File: src/design/wbps_pkg.sv
// ----------------------------------------------------------------------------
// wbps_pkg
// Shared types and constants for the wildcard byte pattern search block.
// ----------------------------------------------------------------------------
package wbps_pkg;

	// window depth and byte counter width
	localparam int MAX_PATTERN = 16;
	localparam int COUNT_BITS  = 32;
	localparam int POS_BITS    = $clog2(MAX_PATTERN);
	localparam int LEN_BITS    = $clog2(MAX_PATTERN + 1);

	// configuration port
	localparam int CFG_DATA_BITS = 64;
	localparam int CFG_IDX_BITS  = 3;

	localparam logic [CFG_IDX_BITS-1:0] REG_PATTERN_LOW  = 3'd0;
	localparam logic [CFG_IDX_BITS-1:0] REG_PATTERN_HIGH = 3'd1;
	localparam logic [CFG_IDX_BITS-1:0] REG_WILDCARD     = 3'd2;
	localparam logic [CFG_IDX_BITS-1:0] REG_LENGTH       = 3'd3;
	localparam logic [CFG_IDX_BITS-1:0] REG_BASE         = 3'd4;

	// register reset values
	localparam logic [4:0]  LENGTH_RESET = 5'd1;
	localparam logic [31:0] BASE_RESET   = 32'h0040_1000;

	typedef struct packed {
		logic [7:0] data_byte;
		logic       last_byte;
	} in_item_t;

	typedef struct packed {
		logic        found;
		logic [31:0] match_address;
	} out_item_t;

	// per-cell compare setup
	typedef struct packed {
		logic       care;
		logic [7:0] sig_byte;
	} cell_cmp_t;

endpackage

File: src/design/wbps_cell.sv
// ----------------------------------------------------------------------------
// wbps_cell
// One window cell: holds one byte, passes it to its neighbor on each shift
// and checks the incoming byte against its signature position.
// ----------------------------------------------------------------------------
module wbps_cell (
	input  logic                clk,
	input  logic                shift,
	input  logic [7:0]          byte_in,
	input  wbps_pkg::cell_cmp_t cmp,
	output logic [7:0]          byte_out,
	output logic                hit
);

	logic [7:0] byte_q;

	// advance the window by one byte
	always_ff @(posedge clk) begin
		if (shift) begin
			byte_q <= byte_in;
		end
	end

	assign byte_out = byte_q;

	// compare the byte this cell takes on the current shift
	assign hit = !cmp.care || (byte_in == cmp.sig_byte);

endmodule

File: src/design/wildcard_byte_pattern_search.sv
// ----------------------------------------------------------------------------
// wildcard_byte_pattern_search
// Scans a byte stream for the first match of a signature with wildcards.
// ----------------------------------------------------------------------------
// Usage:
//   in_*   : one byte of the region per transaction; last_byte marks its end.
//   out_*  : at most one result per region: found with base plus start
//            offset, or not found (address zero) when the region ends.
//   cfg_*  : write enable, register index and data; write only while idle.
// Throughput: one byte per cycle while in_ready is high. Window cells
//   shift in parallel; each compares its byte in the same cycle as the shift.
// Result path: the byte that causes a result is registered in the match
//   stage, then the base address is added into the output register.
// Reset: clears configuration to defaults, the byte count and the match
//   flag; the pipeline starts empty.
// Stall: while out_ready is low, one result waits in the output register and
//   one more in the match stage; in_ready drops only when both are full.
// After a match, bytes up to the end of the region are taken and dropped.
// ----------------------------------------------------------------------------
module wildcard_byte_pattern_search (
	input  logic                                   clk,
	input  logic                                   arst_n,
	input  logic                                   in_valid,
	output logic                                   in_ready,
	input  wbps_pkg::in_item_t                     in_data,
	output logic                                   out_valid,
	input  logic                                   out_ready,
	output wbps_pkg::out_item_t                    out_data,
	input  logic                                   cfg_we,
	input  logic [wbps_pkg::CFG_IDX_BITS-1:0]      cfg_index,
	input  logic [wbps_pkg::CFG_DATA_BITS-1:0]     cfg_data
);

	localparam int N  = wbps_pkg::MAX_PATTERN;
	localparam int CB = wbps_pkg::COUNT_BITS;
	localparam int LB = wbps_pkg::LEN_BITS;
	localparam int PB = wbps_pkg::POS_BITS;

	// configuration registers
	logic [63:0]   pat_low_q;
	logic [63:0]   pat_high_q;
	logic [N-1:0]  wild_q;
	logic [4:0]    length_q;
	logic [31:0]   base_q;

	// region state
	logic [CB-1:0] count_q;
	logic          reported_q;

	// match stage and output register
	logic          valid_s1;
	logic          found_s1;
	logic [CB-1:0] offset_s1;
	logic          out_valid_q;
	wbps_pkg::out_item_t out_q;

	logic          accept;
	logic          s1_move;
	logic          out_load;
	logic          shift;
	logic [LB-1:0] len_eff;
	logic [CB-1:0] count_new;
	logic          hit;
	logic [N*8-1:0] sig_all;
	logic [7:0]    cell_in  [N];
	logic [7:0]    cell_out [N];
	logic [N-1:0]  cell_hit;
	wbps_pkg::cell_cmp_t cell_cmp [N];

	// write configuration registers
	always_ff @(posedge clk or negedge arst_n) begin
		if (!arst_n) begin
			pat_low_q  <= '0;
			pat_high_q <= '0;
			wild_q     <= '0;
			length_q   <= wbps_pkg::LENGTH_RESET;
			base_q     <= wbps_pkg::BASE_RESET;
		end else if (cfg_we) begin
			case (cfg_index)
				wbps_pkg::REG_PATTERN_LOW:  pat_low_q  <= cfg_data;
				wbps_pkg::REG_PATTERN_HIGH: pat_high_q <= cfg_data;
				wbps_pkg::REG_WILDCARD:     wild_q     <= cfg_data[N-1:0];
				wbps_pkg::REG_LENGTH:       length_q   <= cfg_data[4:0];
				wbps_pkg::REG_BASE:         base_q     <= cfg_data[31:0];
				default: ;
			endcase
		end
	end

	// clamp length to 1..MAX_PATTERN
	always_comb begin
		if (length_q == 5'd0) begin
			len_eff = LB'(1);
		end else if (32'(length_q) > N) begin
			len_eff = LB'(N);
		end else begin
			len_eff = LB'(length_q);
		end
	end

	assign sig_all = {pat_high_q, pat_low_q};

	// handshake flow
	assign out_load = !out_valid_q || out_ready;
	assign s1_move  = valid_s1 && out_load;
	assign in_ready = !valid_s1 || s1_move;
	assign accept   = in_valid && in_ready;
	assign shift    = accept && !reported_q;

	// cell k compares the byte k steps before the current one to position len-1-k
	genvar k;
	generate
		for (k = 0; k < N; k++) begin : g_cell
			logic [LB-1:0] pos;

			if (k == 0) begin : g_head
				assign cell_in[k] = in_data.data_byte;
			end else begin : g_link
				assign cell_in[k] = cell_out[k-1];
			end

			assign pos = len_eff - LB'(1) - LB'(k);
			assign cell_cmp[k].care = (LB'(k) < len_eff) && !wild_q[pos[PB-1:0]];
			assign cell_cmp[k].sig_byte = sig_all[pos[PB-1:0]*8 +: 8];

			wbps_cell u_cell (
				.clk      (clk),
				.shift    (shift),
				.byte_in  (cell_in[k]),
				.cmp      (cell_cmp[k]),
				.byte_out (cell_out[k]),
				.hit      (cell_hit[k])
			);
		end
	endgenerate

	// saturating count including this byte
	assign count_new = (&count_q) ? count_q : count_q + CB'(1);
	assign hit       = (count_new >= CB'(len_eff)) && (&cell_hit);

	// track region state
	always_ff @(posedge clk or negedge arst_n) begin
		if (!arst_n) begin
			count_q    <= '0;
			reported_q <= 1'b0;
		end else if (accept) begin
			if (in_data.last_byte) begin
				count_q    <= '0;
				reported_q <= 1'b0;
			end else if (!reported_q) begin
				count_q <= count_new;
				if (hit) begin
					reported_q <= 1'b1;
				end
			end
		end
	end

	// match stage: hold a pending result
	always_ff @(posedge clk or negedge arst_n) begin
		if (!arst_n) begin
			valid_s1 <= 1'b0;
		end else if (accept) begin
			valid_s1 <= !reported_q && (hit || in_data.last_byte);
		end else if (s1_move) begin
			valid_s1 <= 1'b0;
		end
	end

	always_ff @(posedge clk) begin
		if (accept) begin
			found_s1  <= hit;
			offset_s1 <= count_new - CB'(len_eff);
		end
	end

	// output register: add the base address
	always_ff @(posedge clk or negedge arst_n) begin
		if (!arst_n) begin
			out_valid_q <= 1'b0;
		end else if (out_load) begin
			out_valid_q <= valid_s1;
		end
	end

	always_ff @(posedge clk) begin
		if (out_load && valid_s1) begin
			out_q.found         <= found_s1;
			out_q.match_address <= found_s1 ? base_q + 32'(offset_s1) : 32'd0;
		end
	end

	assign out_valid = out_valid_q;
	assign out_data  = out_q;

`ifndef NO_ASSERTIONS
	// a not-found result never carries an address
	a_notfound_zero: assert property (@(posedge clk) disable iff (!arst_n)
		out_valid_q && !out_q.found |-> out_q.match_address == 32'd0)
		else $error("not-found result with nonzero address");

	// end of region resets the region state
	a_region_clear: assert property (@(posedge clk) disable iff (!arst_n)
		accept && in_data.last_byte |=> count_q == '0 && !reported_q)
		else $error("region state not cleared after last byte");

	// a hit inside a region sets the flag that suppresses further results and queues a result
	a_hit_latch: assert property (@(posedge clk) disable iff (!arst_n)
		accept && !reported_q && hit && !in_data.last_byte |=> reported_q && valid_s1)
		else $error("match not recorded");
`endif

endmodule
File: config.mk
export PLATFORM = sky130hd
export DESIGN_NAME = wildcard_byte_pattern_search
export DESIGN_NICKNAME = d
export VERILOG_FILES = /design/src/design/wbps_pkg.sv /design/src/design/wbps_cell.sv /design/src/design/wildcard_byte_pattern_search.sv
export SDC_FILE = /design/constraint.sdc
export NUM_CORES = 1
export LEC_CHECK = 0
export BUFFER_PORTS_ARGS = -buffer_cell sky130_fd_sc_hd__buf_2
export CORE_MARGIN = 2
export CORE_UTILIZATION = 50
export DETAILED_ROUTE_END_ITERATION = 16
export GPL_ROUTABILITY_DRIVEN = 0
export PLACE_DENSITY = 0.67
export SLEW_MARGIN = 20
export SYNTH_ARGS = -nofsm -noshare
export SYNTH_HDL_FRONTEND = slang
export SYNTH_SLANG_ARGS = --single-unit
File: constraint.sdc
create_clock -name clk -period 12.68 [get_ports clk]
set_input_delay 0.634 -clock clk [delete_from_list [all_inputs] [get_ports clk]]
set_output_delay 0.634 -clock clk [all_outputs]
set_load 0.03 [all_outputs]
==> reports/results.tsv <==
metric	value	unit
DR vias/cell	6.783	
Ports	116	
Layout area overhead	9.636	%
CP Class	reg -> reg	
Crit. End Element	flip-flop	
initial antenna violation count	8	
clock-pin slew on the worst setup and hold paths	70	ps
Yosys cell types	78	
clock buffer depth	3	
std cell rows	85	
Mean Syn Cell Area	11.26	um^2
Synth Flop Type	dfrtp_1	
Final WS setup	6058	ps
Syn Std Cell Area	27370	um^2
H-tree depth	2	
hold_ws	17.31	ps
post-synthesis register bit count	402	
Fin. Hold Viols	0	
grt ovf	0	
post-route cell area	30010	um^2
Worst VDD drop	0.1671	mV
Post-CTS Setup Bufs	0	
final setup violation count	0	
post-layout net count	2597	
vias in the first global route	20240	
Slew Limit Fails	0	
f_max	151.0	MHz
largest net degree at the start of global routing	89	
cts hold-fix bufs	0	
DP Cell Count	3115	
Seq/Total Area, Yosys	0.4017	
Clk Latency, worst-skew pair	630	ps
FILL cells	4376	
DR WL/cell	27.80	um
Worst Hold Class	in -> async	
Cell Pwr Density	248.6	nW/um^2
dpl ws	5913	ps
setup TNS	0	ps
Initial DRC Count	3235	
crit share post-route	0.5222	
Initial Utilization	0.5076	
I/O Buffers	115	
leak pwr	11.54	nW
Num Clock Sinks	402	
most common cell after layout, fill and taps aside	nand2_1	
largest fanout on the critical path	56	
die width	238.0	um
Die ar.	56630	um^2
drt first pass iters	6	
max_cap viols	0	
share of layout cells above drive strength 1	0.2460	
worst r2r path cells	15	
Post-synth ARST share	0.5373	
WP data required	13170	ps
post-DP HPWL	66220	um
first-pass GRT wire length	131500	um
post-cts sizing count	0	
Final min period	6622	ps
Worst EP arrival	7120	ps
YS warnings	0	
Root Driver	clkbuf_16	
critical path launch point type	flip-flop	
CTS tree	done	
most frequent cells in the layout	nand2_1 (310), dfrtp_1 (212), mux2_2 (186), edfxtp_1 (186), mux4_2 (172)	
placed cell area	28460	um^2
core area	53920	um^2
Max-slew headroom	0.1861	
Worst Skew	38.79	ps
Gate Count Post-Synth	2430	
DRC	0	
DR vias	21720	
Finished Layout Cells	3202	
Least-Margin Pin Slew	1215	ps
Antenna Nets Post-Route	0	
Post-synth EDFFs	186	
overall routed net length	89010	um
unrepaired setup endpoints after global routing	no	
CTS buffer count	46	
syn nets	2560	
GRT Resource Usage Total	0.3133	
die height	238.0	um
outcome	complete, no violations	
[through the flow]
step           utilization  total power [W]
2_1_floorplan            -         0.004804
3_3_place_gp        0.5278         0.005830
3_5_place_dp        0.5278         0.005947
4_1_cts             0.5560         0.007300
5_1_grt             0.5566         0.007735
6_report            0.5566         0.007460
[flip-flops by register name, summed over array words and instances, names as in the netlist]
signal                  cells
base_q                     32
count_q                    32
found_s1                    1
g_cell.u_cell.byte_out    120
length_q                    5
offset_s1                  32
out_data                   33
out_valid                   1
pat_high_q                 64
pat_low_q                  64
reported_q                  1
valid_s1                    1
wild_q                     16
[cell usage after synthesis, types with 6 or more instances]
library cell,count,share of area
nand2_1,310,0.043
dfrtp_1,213,0.19
edfxtp_1,186,0.20
mux2_2,186,0.077
mux4_2,172,0.14
mux2i_1,127,0.046
nor2_1,126,0.017
a21oi_1,106,0.019
xor2_1,105,0.034
clkbuf_1,101,0.014
xnor2_1,93,0.030
o21ai_0,68,0.012
a31oi_1,59,0.013
and3_1,51,0.012
nand3_1,51,0.0093
ha_1,47,0.021
nor2b_1,46,0.011
a211oi_1,44,0.012
buf_2,29,0.0053
inv_1,26,0.0036
nand4_1,26,0.0059
nor3_1,25,0.0046
nor4_1,21,0.0048
o31ai_1,16,0.0044
buf_1,14,0.0019
nand2b_1,14,0.0032
a21o_1,13,0.0036
and3b_1,11,0.0035
or3_1,10,0.0023
a2111oi_0,9,0.0029
a311oi_1,9,0.0029
buf_6,7,0.0029
o21a_1,7,0.0019
a22o_1,6,0.0019
[cell type report]
type                    instances  area, um^2  area share
multi-input cells            1844       15710      0.5234
flip-flops and latches        402       11000      0.3664
clock buffers                  60        1245     0.04148
well taps                     696       870.8     0.02902
repair buffers                142       788.3     0.02627
clock inverters                25       277.8    0.009256
inverters                      31       121.4    0.004044
diodes                          2       5.005   0.0001668
[cells by family (layout without fill, tap and decap cells)]
| kind of cell | Yosys count | in the layout | share of synthesized area |
|---|---|---|---|
| fa+ha+maj | 49 | 49 | 0.02295 |
| simple gates | 721 | 721 | 0.1249 |
| mux | 485 | 485 | 0.2645 |
| buf+inv | 184 | 258 | 0.02884 |
| xor+xnor | 202 | 202 | 0.06573 |
| other cells | 0 | 2 | 0 |
| compound gates | 387 | 387 | 0.09142 |
| flops | 402 | 402 | 0.4017 |
[metal layers]
| metal | routed length, um | vias to the layer above | GRT usage | part of all wire |
|---|---|---|---|---|
| met2 | 38220 | 1399 | 0.4569 | 0.43 |
| met5 | 24 | - | 0 | 0.00027 |
| li1 | - | 9246 | - | - |
| met4 | 4663 | 6 | 0.1390 | 0.052 |
| met1 | 34010 | 10770 | 0.4210 | 0.38 |
| met3 | 12090 | 297 | 0.1124 | 0.14 |
[path summary, 6_finish.rpt]
path,slack (ps),end,start
worst max-delay path,6060,reported_q$_DFFE_PN0P_,length_q[2]$_DFFE_PN0P_
min in group clk,250,pat_low_q[45]$_DFFE_PN0P_,cfg_data[45]
worst max register to register,6060,reported_q$_DFFE_PN0P_,length_q[2]$_DFFE_PN0P_
worst min register to register,470,g_cell[7].u_cell.byte_out[6]$_DFFE_PP_,g_cell[6].u_cell.byte_out[6]$_DFFE_PP_
worst min-delay path,20,pat_high_q[41]$_DFFE_PN0P_,arst_n
max in group asynchronous,10380,valid_s1$_DFFE_PN0P_,arst_n
[worst max-delay path, stage by stage, from the launching register on]
cell and delay (ps):
dfrtp_1 530, or4_4 600, nand2_8 390, inv_4 240, ha_1 990, inv_1 140
buf_4 370, o31a_1 430, xnor2_4 580, mux4_2 590, xor2_1 160, nor4_1 340
a21oi_1 150, a311oi_1 330, nand4_1 200, o41ai_2 350
[where the power goes]
group          switching [W]  leakage, nW  total [W]  internal [W]
combinational        0.00241         6.36    0.00422       0.00182
sequential          0.000276         4.44    0.00189       0.00162
clock               0.000577        0.733    0.00134      0.000766
total                0.00326         11.5    0.00746       0.00420
(Power assumes the default switching activity.)
